### config.mk
export PLATFORM = sky130hd
export DESIGN_NAME = expression_token_lexer_unit
export DESIGN_NICKNAME = d
export VERILOG_FILES = /design/src/design/etl_pkg.sv /design/src/design/etl_core.sv /design/src/design/etl_fifo.sv /design/src/design/expression_token_lexer_unit.sv
export SDC_FILE = /design/constraint.sdc
export NUM_CORES = 1
export LEC_CHECK = 0
export ABC_AREA = 1
export BUFFER_PORTS_ARGS = -buffer_cell sky130_fd_sc_hd__buf_2
export CORE_UTILIZATION = 46
export DETAILED_ROUTE_END_ITERATION = 10
export GPL_ROUTABILITY_DRIVEN = 0
export PLACE_DENSITY = 0.65
export SLEW_MARGIN = 10
export SYNTH_ARGS = -nofsm -noshare
export SYNTH_HDL_FRONTEND = slang
export SYNTH_SLANG_ARGS = --single-unit
### constraint.sdc
create_clock -name clock -period 3.9 [get_ports clock]
set_clock_uncertainty 0.2 [all_clocks]
set_input_delay 0.585 -clock clock [delete_from_list [all_inputs] [get_ports clock]]
set_output_delay 0.585 -clock clock [all_outputs]
set_load 0.01 [all_outputs]
### src/design/etl_pkg.sv
// Package for the expression token lexer: widths, token kind codes,
// character codes and the token record. No dependencies.
`default_nettype none

package etl_pkg;

   localparam int POSITION_BITS = 16;
   localparam int FIELD_BITS    = 16;
   localparam logic [POSITION_BITS-1:0] POS_MAX = {POSITION_BITS{1'b1}};

   // token kinds
   localparam logic [3:0] KIND_NUMBER  = 4'd0;
   localparam logic [3:0] KIND_IDENT   = 4'd1;
   localparam logic [3:0] KIND_EQUALS  = 4'd2;
   localparam logic [3:0] KIND_PLUS    = 4'd3;
   localparam logic [3:0] KIND_MINUS   = 4'd4;
   localparam logic [3:0] KIND_STAR    = 4'd5;
   localparam logic [3:0] KIND_SLASH   = 4'd6;
   localparam logic [3:0] KIND_OPEN    = 4'd7;
   localparam logic [3:0] KIND_CLOSE   = 4'd8;
   localparam logic [3:0] KIND_LET     = 4'd9;
   localparam logic [3:0] KIND_ILLEGAL = 4'd10;
   localparam logic [3:0] KIND_EOF     = 4'd11;

   // open run kinds
   localparam logic [1:0] RUN_NONE = 2'd0;
   localparam logic [1:0] RUN_NUM  = 2'd1;
   localparam logic [1:0] RUN_ID   = 2'd2;

   // characters
   localparam logic [7:0] CH_NUL    = 8'h00;
   localparam logic [7:0] CH_TAB    = 8'h09;
   localparam logic [7:0] CH_LF     = 8'h0A;
   localparam logic [7:0] CH_CR     = 8'h0D;
   localparam logic [7:0] CH_SPACE  = 8'h20;
   localparam logic [7:0] CH_OPEN   = 8'h28;
   localparam logic [7:0] CH_CLOSE  = 8'h29;
   localparam logic [7:0] CH_STAR   = 8'h2A;
   localparam logic [7:0] CH_PLUS   = 8'h2B;
   localparam logic [7:0] CH_MINUS  = 8'h2D;
   localparam logic [7:0] CH_SLASH  = 8'h2F;
   localparam logic [7:0] CH_EQUALS = 8'h3D;
   localparam logic [7:0] CH_LOW_L  = 8'h6C;
   localparam logic [7:0] CH_LOW_E  = 8'h65;
   localparam logic [7:0] CH_LOW_T  = 8'h74;
   localparam logic [7:0] CH_UNDER  = 8'h5F;

   localparam int LET_LENGTH = 3;

   // result queue
   localparam int FIFO_DEPTH     = 4;
   localparam int FIFO_PTR_BITS  = 2;
   localparam int FIFO_CNT_BITS  = 3;

   typedef struct packed {
      logic [3:0]            kind;
      logic [FIELD_BITS-1:0] start;
      logic [FIELD_BITS-1:0] length;
      logic                  last;
   } token_type;

   // what one accepted byte produces: up to two tokens, in order
   typedef struct packed {
      logic [1:0] count;
      token_type  first;
      token_type  second;
   } lex_out_type;

   function automatic logic [7:0] let_char(input logic [1:0] idx);
      logic [7:0] ch;
      case (idx)
         2'd0:    ch = CH_LOW_L;
         2'd1:    ch = CH_LOW_E;
         2'd2:    ch = CH_LOW_T;
         default: ch = CH_NUL;
      endcase
      return ch;
   endfunction

endpackage

`default_nettype wire

### src/design/etl_core.sv
// Lexer state and token generation for one byte per transaction.
// Depends on etl_pkg.
`default_nettype none

module etl_core (
   input  wire logic                 clock,
   input  wire logic                 reset,
   input  wire logic                 accept,
   input  wire logic [7:0]           text_byte,
   output etl_pkg::lex_out_type      lex_out
);
   import etl_pkg::*;

   logic [1:0]               run_kind_ff, run_kind_in;
   logic [POSITION_BITS-1:0] run_start_ff, run_start_in;
   logic [POSITION_BITS-1:0] run_length_ff, run_length_in;
   logic                     keyword_match_ff, keyword_match_in;
   logic [POSITION_BITS-1:0] byte_position_ff, byte_position_in;

   logic       is_digit, is_word, is_space, cont, have_run;
   logic       have_single, is_eof;
   logic [3:0] single_kind;
   token_type  run_tok, second_tok;

   always_comb begin
      is_digit = (text_byte >= 8'h30) && (text_byte <= 8'h39);
      is_word  = ((text_byte >= 8'h61) && (text_byte <= 8'h7A)) ||
                 ((text_byte >= 8'h41) && (text_byte <= 8'h5A)) ||
                 (text_byte == CH_UNDER);
      is_space = (text_byte == CH_SPACE) || (text_byte == CH_TAB) ||
                 (text_byte == CH_LF) || (text_byte == CH_CR);
      is_eof   = (text_byte == CH_NUL);
      cont     = ((run_kind_ff == RUN_NUM) && is_digit) ||
                 ((run_kind_ff == RUN_ID) && is_word);
      have_run = (run_kind_ff == RUN_NUM) || (run_kind_ff == RUN_ID);

      unique case (text_byte)
         CH_EQUALS: single_kind = KIND_EQUALS;
         CH_PLUS:   single_kind = KIND_PLUS;
         CH_MINUS:  single_kind = KIND_MINUS;
         CH_STAR:   single_kind = KIND_STAR;
         CH_SLASH:  single_kind = KIND_SLASH;
         CH_OPEN:   single_kind = KIND_OPEN;
         CH_CLOSE:  single_kind = KIND_CLOSE;
         default:   single_kind = KIND_ILLEGAL;
      endcase

      run_tok.kind   = KIND_NUMBER;
      if (run_kind_ff == RUN_ID)
         run_tok.kind = (keyword_match_ff &&
                         run_length_ff == POSITION_BITS'(LET_LENGTH)) ? KIND_LET : KIND_IDENT;
      run_tok.start  = FIELD_BITS'(run_start_ff);
      run_tok.length = FIELD_BITS'(run_length_ff);
      run_tok.last   = 1'b0;

      have_single       = is_eof || !(is_space || is_digit || is_word);
      second_tok.kind   = is_eof ? KIND_EOF : single_kind;
      second_tok.start  = FIELD_BITS'(byte_position_ff);
      second_tok.length = is_eof ? '0 : FIELD_BITS'(1);
      second_tok.last   = 1'b1;

      run_kind_in      = run_kind_ff;
      run_start_in     = run_start_ff;
      run_length_in    = run_length_ff;
      keyword_match_in = keyword_match_ff;
      byte_position_in = (byte_position_ff != POS_MAX) ? byte_position_ff + 1'b1
                                                       : byte_position_ff;
      lex_out.count  = 2'd0;
      lex_out.first  = second_tok;
      lex_out.second = second_tok;

      if (cont) begin
         if (keyword_match_ff)
            keyword_match_in = (run_length_ff < POSITION_BITS'(LET_LENGTH)) &&
                               (text_byte == let_char(run_length_ff[1:0]));
         if (run_length_ff != POS_MAX)
            run_length_in = run_length_ff + 1'b1;
      end else begin
         // close the open run (if any), then treat the byte on its own
         run_kind_in      = RUN_NONE;
         run_start_in     = '0;
         run_length_in    = '0;
         keyword_match_in = 1'b1;
         if (is_eof) begin
            byte_position_in = '0;
         end else if (is_digit || is_word) begin
            run_kind_in      = is_digit ? RUN_NUM : RUN_ID;
            run_start_in     = byte_position_ff;
            run_length_in    = POSITION_BITS'(1);
            keyword_match_in = is_word && (text_byte == CH_LOW_L);
         end
         if (have_run) begin
            lex_out.first       = run_tok;
            lex_out.first.last  = !have_single;
            lex_out.count       = have_single ? 2'd2 : 2'd1;
         end else begin
            lex_out.count       = have_single ? 2'd1 : 2'd0;
         end
      end
   end

   always_ff @(posedge clock) begin
      if (reset) begin
         run_kind_ff      <= RUN_NONE;
         run_start_ff     <= '0;
         run_length_ff    <= '0;
         keyword_match_ff <= 1'b1;
         byte_position_ff <= '0;
      end else if (accept) begin
         run_kind_ff      <= run_kind_in;
         run_start_ff     <= run_start_in;
         run_length_ff    <= run_length_in;
         keyword_match_ff <= keyword_match_in;
         byte_position_ff <= byte_position_in;
      end
   end

endmodule

`default_nettype wire

### src/design/etl_fifo.sv
// Four-entry token queue taking up to two tokens per cycle, giving one.
// Depends on etl_pkg.
`default_nettype none

module etl_fifo (
   input  wire logic                 clock,
   input  wire logic                 reset,
   input  wire etl_pkg::lex_out_type push,
   input  wire logic                 push_en,
   output logic                      has_room,
   output logic                      out_valid,
   input  wire logic                 out_ready,
   output etl_pkg::token_type        out_token
);
   import etl_pkg::*;

   token_type                entry_ff [FIFO_DEPTH];
   logic [FIFO_PTR_BITS-1:0] wptr_ff, wptr_in, rptr_ff, rptr_in;
   logic [FIFO_CNT_BITS-1:0] count_ff, count_in;
   logic [1:0]               push_n;
   logic                     pop;

   always_comb begin
      out_valid = (count_ff != '0);
      out_token = entry_ff[rptr_ff];
      push_n    = push_en ? push.count : 2'd0;
      pop       = out_valid && out_ready;
      wptr_in   = wptr_ff + FIFO_PTR_BITS'(push_n);
      rptr_in   = rptr_ff + FIFO_PTR_BITS'(pop);
      count_in  = count_ff + FIFO_CNT_BITS'(push_n) - FIFO_CNT_BITS'(pop);
      // room for the worst case of two tokens from one byte
      has_room  = (count_ff <= FIFO_CNT_BITS'(FIFO_DEPTH - 2));
   end

   always_ff @(posedge clock) begin
      if (push_n != 2'd0)
         entry_ff[wptr_ff] <= push.first;
      if (push_n == 2'd2)
         entry_ff[wptr_ff + 1'b1] <= push.second;
   end

   always_ff @(posedge clock) begin
      if (reset) begin
         wptr_ff  <= '0;
         rptr_ff  <= '0;
         count_ff <= '0;
      end else begin
         wptr_ff  <= wptr_in;
         rptr_ff  <= rptr_in;
         count_ff <= count_in;
      end
   end

endmodule

`default_nettype wire

### src/design/expression_token_lexer_unit.sv
// Top level of the expression token lexer: lexer core plus token queue.
// Depends on etl_pkg, etl_core, etl_fifo.
//
//   channel  direction  handshake            payload
//   req_     in         req_valid/req_ready  text_byte (8)
//   rsp_     out        rsp_valid/rsp_ready  token_kind, token_start, token_length, last_result
//
// One byte is taken per cycle while the queue has room for two tokens; the tokens
// are registered in the queue and leave from its head in order. A byte that closes a
// run and also gives a token of its own produces two tokens, which the one-token
// output drains one at a time; the four-entry queue absorbs this.
// Synchronous reset clears the run state, position and queue.
// Back-pressure on rsp_ drops req_ready once fewer than two queue entries are free.
`default_nettype none

module expression_token_lexer_unit (
   input  wire logic                  clock,
   input  wire logic                  reset,
   input  wire logic                  req_valid,
   output logic                       req_ready,
   input  wire logic [7:0]            req_text_byte,
   output logic                       rsp_valid,
   input  wire logic                  rsp_ready,
   output logic [3:0]                 rsp_token_kind,
   output logic [15:0]                rsp_token_start,
   output logic [15:0]                rsp_token_length,
   output logic                       rsp_last_result
);
   import etl_pkg::*;

   lex_out_type lex_out;
   token_type   head;
   logic        accept;

   assign accept = req_valid && req_ready;

   etl_core u_core (
      .clock     (clock),
      .reset     (reset),
      .accept    (accept),
      .text_byte (req_text_byte),
      .lex_out   (lex_out)
   );

   etl_fifo u_fifo (
      .clock     (clock),
      .reset     (reset),
      .push      (lex_out),
      .push_en   (accept),
      .has_room  (req_ready),
      .out_valid (rsp_valid),
      .out_ready (rsp_ready),
      .out_token (head)
   );

   assign rsp_token_kind   = head.kind;
   assign rsp_token_start  = head.start;
   assign rsp_token_length = head.length;
   assign rsp_last_result  = head.last;

endmodule

`default_nettype wire

==> out/summary.txt <==
Yosys reg bits - 206
Netlist cell types - 39
Async S/R FF share, synth - 0%
Root buf cell - clkbuf_16
Gr usage total - 25.5%
Post-DR vias/cell - 5.60
P per Cell Area - 629 nW/µm²
Fin. max-slew vios - 0
Initial detailed-routing violation count - 912
Post CTS Setup Buffer Count - 0
Vias - 9659
First-pass GRT wire length - 47900 µm
Number of synthesized flops with an enable pin - 84
Yosys top cell area share - 24.2%
Avg WL per Cell - 17.2 µm
Fin area - 11800 µm²
Synthesis-to-layout area growth - 13.5%
Final wirelength - 29700 µm
Overall die width - 153 µm
Cell taking the most area after synthesis - edfxtp_1
Worst Setup End Kind - primary output
Max clock buf depth - 3
Synthesized area per cell - 7.46 µm²
Gate Count Post-Synth - 1400
TritonCTS clock tree - built
Antenna violations before repair - 0
Syn Std Cell Area - 10400 µm²
Final Hold Viols - 0
Clk slew on worst S/H paths - 0.06 ns
Predominant post-synthesis flop cell - dfxtp_1
Total clock sinks - 206
CP required - 3.12 ns
Ranking of synthesized cells by area - edfxtp_1 24%, dfxtp_1 23%, nand2_1 11%
Initial Utilization - 47.4%
Worst-path fanout max - 52
Initial DRT Pass Iterations - 10
Max Cap Viol - 0
Yosys Warn Count - 0
Post-CTS Hold Buffers - 0
Fmax - 325 MHz
Fraction of layout cells with a size suffix above 1 - 9.48%
Final antenna-violating net count - 0
DR DRC count - 3
Post-cts gate resize count - 0
Port bufs - 50
Die height - 153 µm
H-Tree Depth - 1
Setup TNS - 0 ns
Run status - finished with violations
RSZ-0062 raised after global routing - false
Hold WC Path Type - flop to flop
Ant. Diodes - 0
Kind of critical path - flop to primary output
Die area - 23300 µm²
Max_slew headroom - 40.6%
Row count - 54
Worst-margin pin slew - 0.890 ns
Final #Nets - 1455
Final setup viols - 0
Worst setup SP type - flop
Sequential area share after synthesis - 47.6%
Min Tclk post-route - 3.08 ns
Worst IR drop on VDD - 0.000380 V
Cell Area, Placed - 11000 µm²
DP HPWL - 19200 µm
CP arrival - 2.29 ns
Core footprint - 22000 µm²
Num CTS Buffers - 23
Ports - 51
Leakage - 4.67 nW
Vias in the first global route - 8988
Largest net degree at the start of global routing - 70
Failing checks - design-rule violations
Syn nets - 1426
Overflow after GRT - 0
Tcrit/Tclk final - 78.9%
Worst skew pair latency - 0.51 ns
## per-layer routing
| metal | wire length, µm | vias up | GRT usage, % |
|---|---|---|---|
| met5 | 0 | - | 0 |
| met4 | 425 | 0 | 6.11 |
| met3 | 2550 | 36 | 3.90 |
| met2 | 13300 | 384 | 40.9 |
| met1 | 13400 | 4497 | 36.1 |
| li1 | - | 4742 | - |
## state kept, by name (all words and copies together) (netlist names)
register,flops
u_fifo.entry_ff,148
u_core.run_length_ff,16
u_core.run_start_ff,16
u_core.byte_position_ff,16
u_core.keyword_match_ff,1
u_core.run_kind_ff,2
u_fifo.rptr_ff,2
u_fifo.count_ff,3
u_fifo.wptr_ff,2
## metrics by stage
| step | cells | hold slack (ns) | worst slack [ns] | power (mW) | util [%] |
|---|---|---|---|---|---|
| global placement | 1684 | 0.237 | 0.474 | 5.09 | 50.1 |
| finish | 1725 | 0.256 | 0.825 | 7.46 | 53.8 |
| detailed placement | 1684 | 0.242 | 0.413 | 5.14 | 50.1 |
| global route | 1725 | 0.282 | 0.667 | 7.85 | 53.8 |
| floorplan | 1400 | 0.229 | 0.148 | 4.33 | - |
| CTS | 1725 | 0.258 | 0.824 | 7.47 | 53.8 |
## logic make-up after synthesis
| group | count (synthesis) | synth area share, % |
|---|---|---|
| simple gates | 682 | 27.0 |
| compound gates | 300 | 15.5 |
| flops | 206 | 47.6 |
| buf+inv | 181 | 6.78 |
| xor+xnor | 17 | 1.43 |
| fa+ha+maj | 14 | 1.75 |
## cells in the final DEF, fill, tap and decap left out, types with 2 or more instances in the layout
cell type / instances
o21ai_1: 8
nand2_1: 297
o31ai_1: 14
bufinv_16: 5
nor3b_1: 2
nor2_2: 3
inv_1: 91
o21ai_0: 180
clkinv_1: 3
buf_12: 4
a211oi_1: 2
buf_2: 50
o22ai_1: 34
dfxtp_1: 121
nor2_1: 222
nor3_1: 20
nor4_1: 3
clkbuf_8: 3
inv_2: 5
buf_4: 33
xor2_1: 15
nand3_2: 2
a21oi_1: 56
edfxtp_1: 84
ha_1: 13
nand3_1: 116
clkbuf_16: 23
o32ai_1: 2
clkbuf_1: 5
xnor2_1: 2
nand4_1: 12
## cell usage after synthesis (3+ instances only)
| library cell | number |
|---|---|
| nand2_1 | 297 |
| nor2_1 | 223 |
| o21ai_0 | 180 |
| dfxtp_1 | 122 |
| nand3_1 | 116 |
| inv_1 | 91 |
| edfxtp_1 | 84 |
| clkbuf_1 | 60 |
| a21oi_1 | 56 |
| o22ai_1 | 34 |
| nor3_1 | 20 |
| buf_2 | 19 |
| xor2_1 | 15 |
| o31ai_1 | 14 |
| ha_1 | 13 |
| nand4_1 | 12 |
| o21ai_1 | 8 |
| inv_2 | 4 |
| clkinv_1 | 3 |
| nor4_1 | 3 |
## report_power, final
group / total, mW / leakage (nW) / switching, mW / internal, mW
logic: 2.28 / 2.58 / 1.57 / 0.716
registers: 2.83 / 1.70 / 0.171 / 2.66
clock network: 2.34 / 0.396 / 0.866 / 1.47
## path summary, 6_finish.rpt
path                                         from                              endpoint  slack, ns  cells past startpoint
max                  u_fifo.rptr_ff[0]$_SDFF_PP0_                    rsp_token_start[5]       0.82                      5
min          u_core.run_start_ff[12]$_SDFFE_PP0P_  u_core.run_start_ff[12]$_SDFFE_PP0P_       0.26                      2
max reg2reg         u_fifo.count_ff[1]$_SDFF_PP0_         u_fifo.count_ff[2]$_SDFF_PP0_       0.93                     11
min reg2reg  u_core.run_start_ff[12]$_SDFFE_PP0P_  u_core.run_start_ff[12]$_SDFFE_PP0P_       0.26                      2
## critical path, stage by stage (launching register included)
cell     delay [ns]
dfxtp_2        0.32
inv_2          0.64
buf_4          0.33
nor2_1         0.06
o22ai_1        0.23
buf_2          0.18
## final cells by class
cell class,instances,area (µm²)
Fill cell,2131,10200
Multi-Input combinational cell,1013,4770
Clock buffer,31,636
Clock inverter,10,184
Timing Repair Buffer,87,578
Inverter,98,368
Tap cell,280,350
Sequential cell,206,4970
No activity file was read; power rests on OpenSTA's default activity.
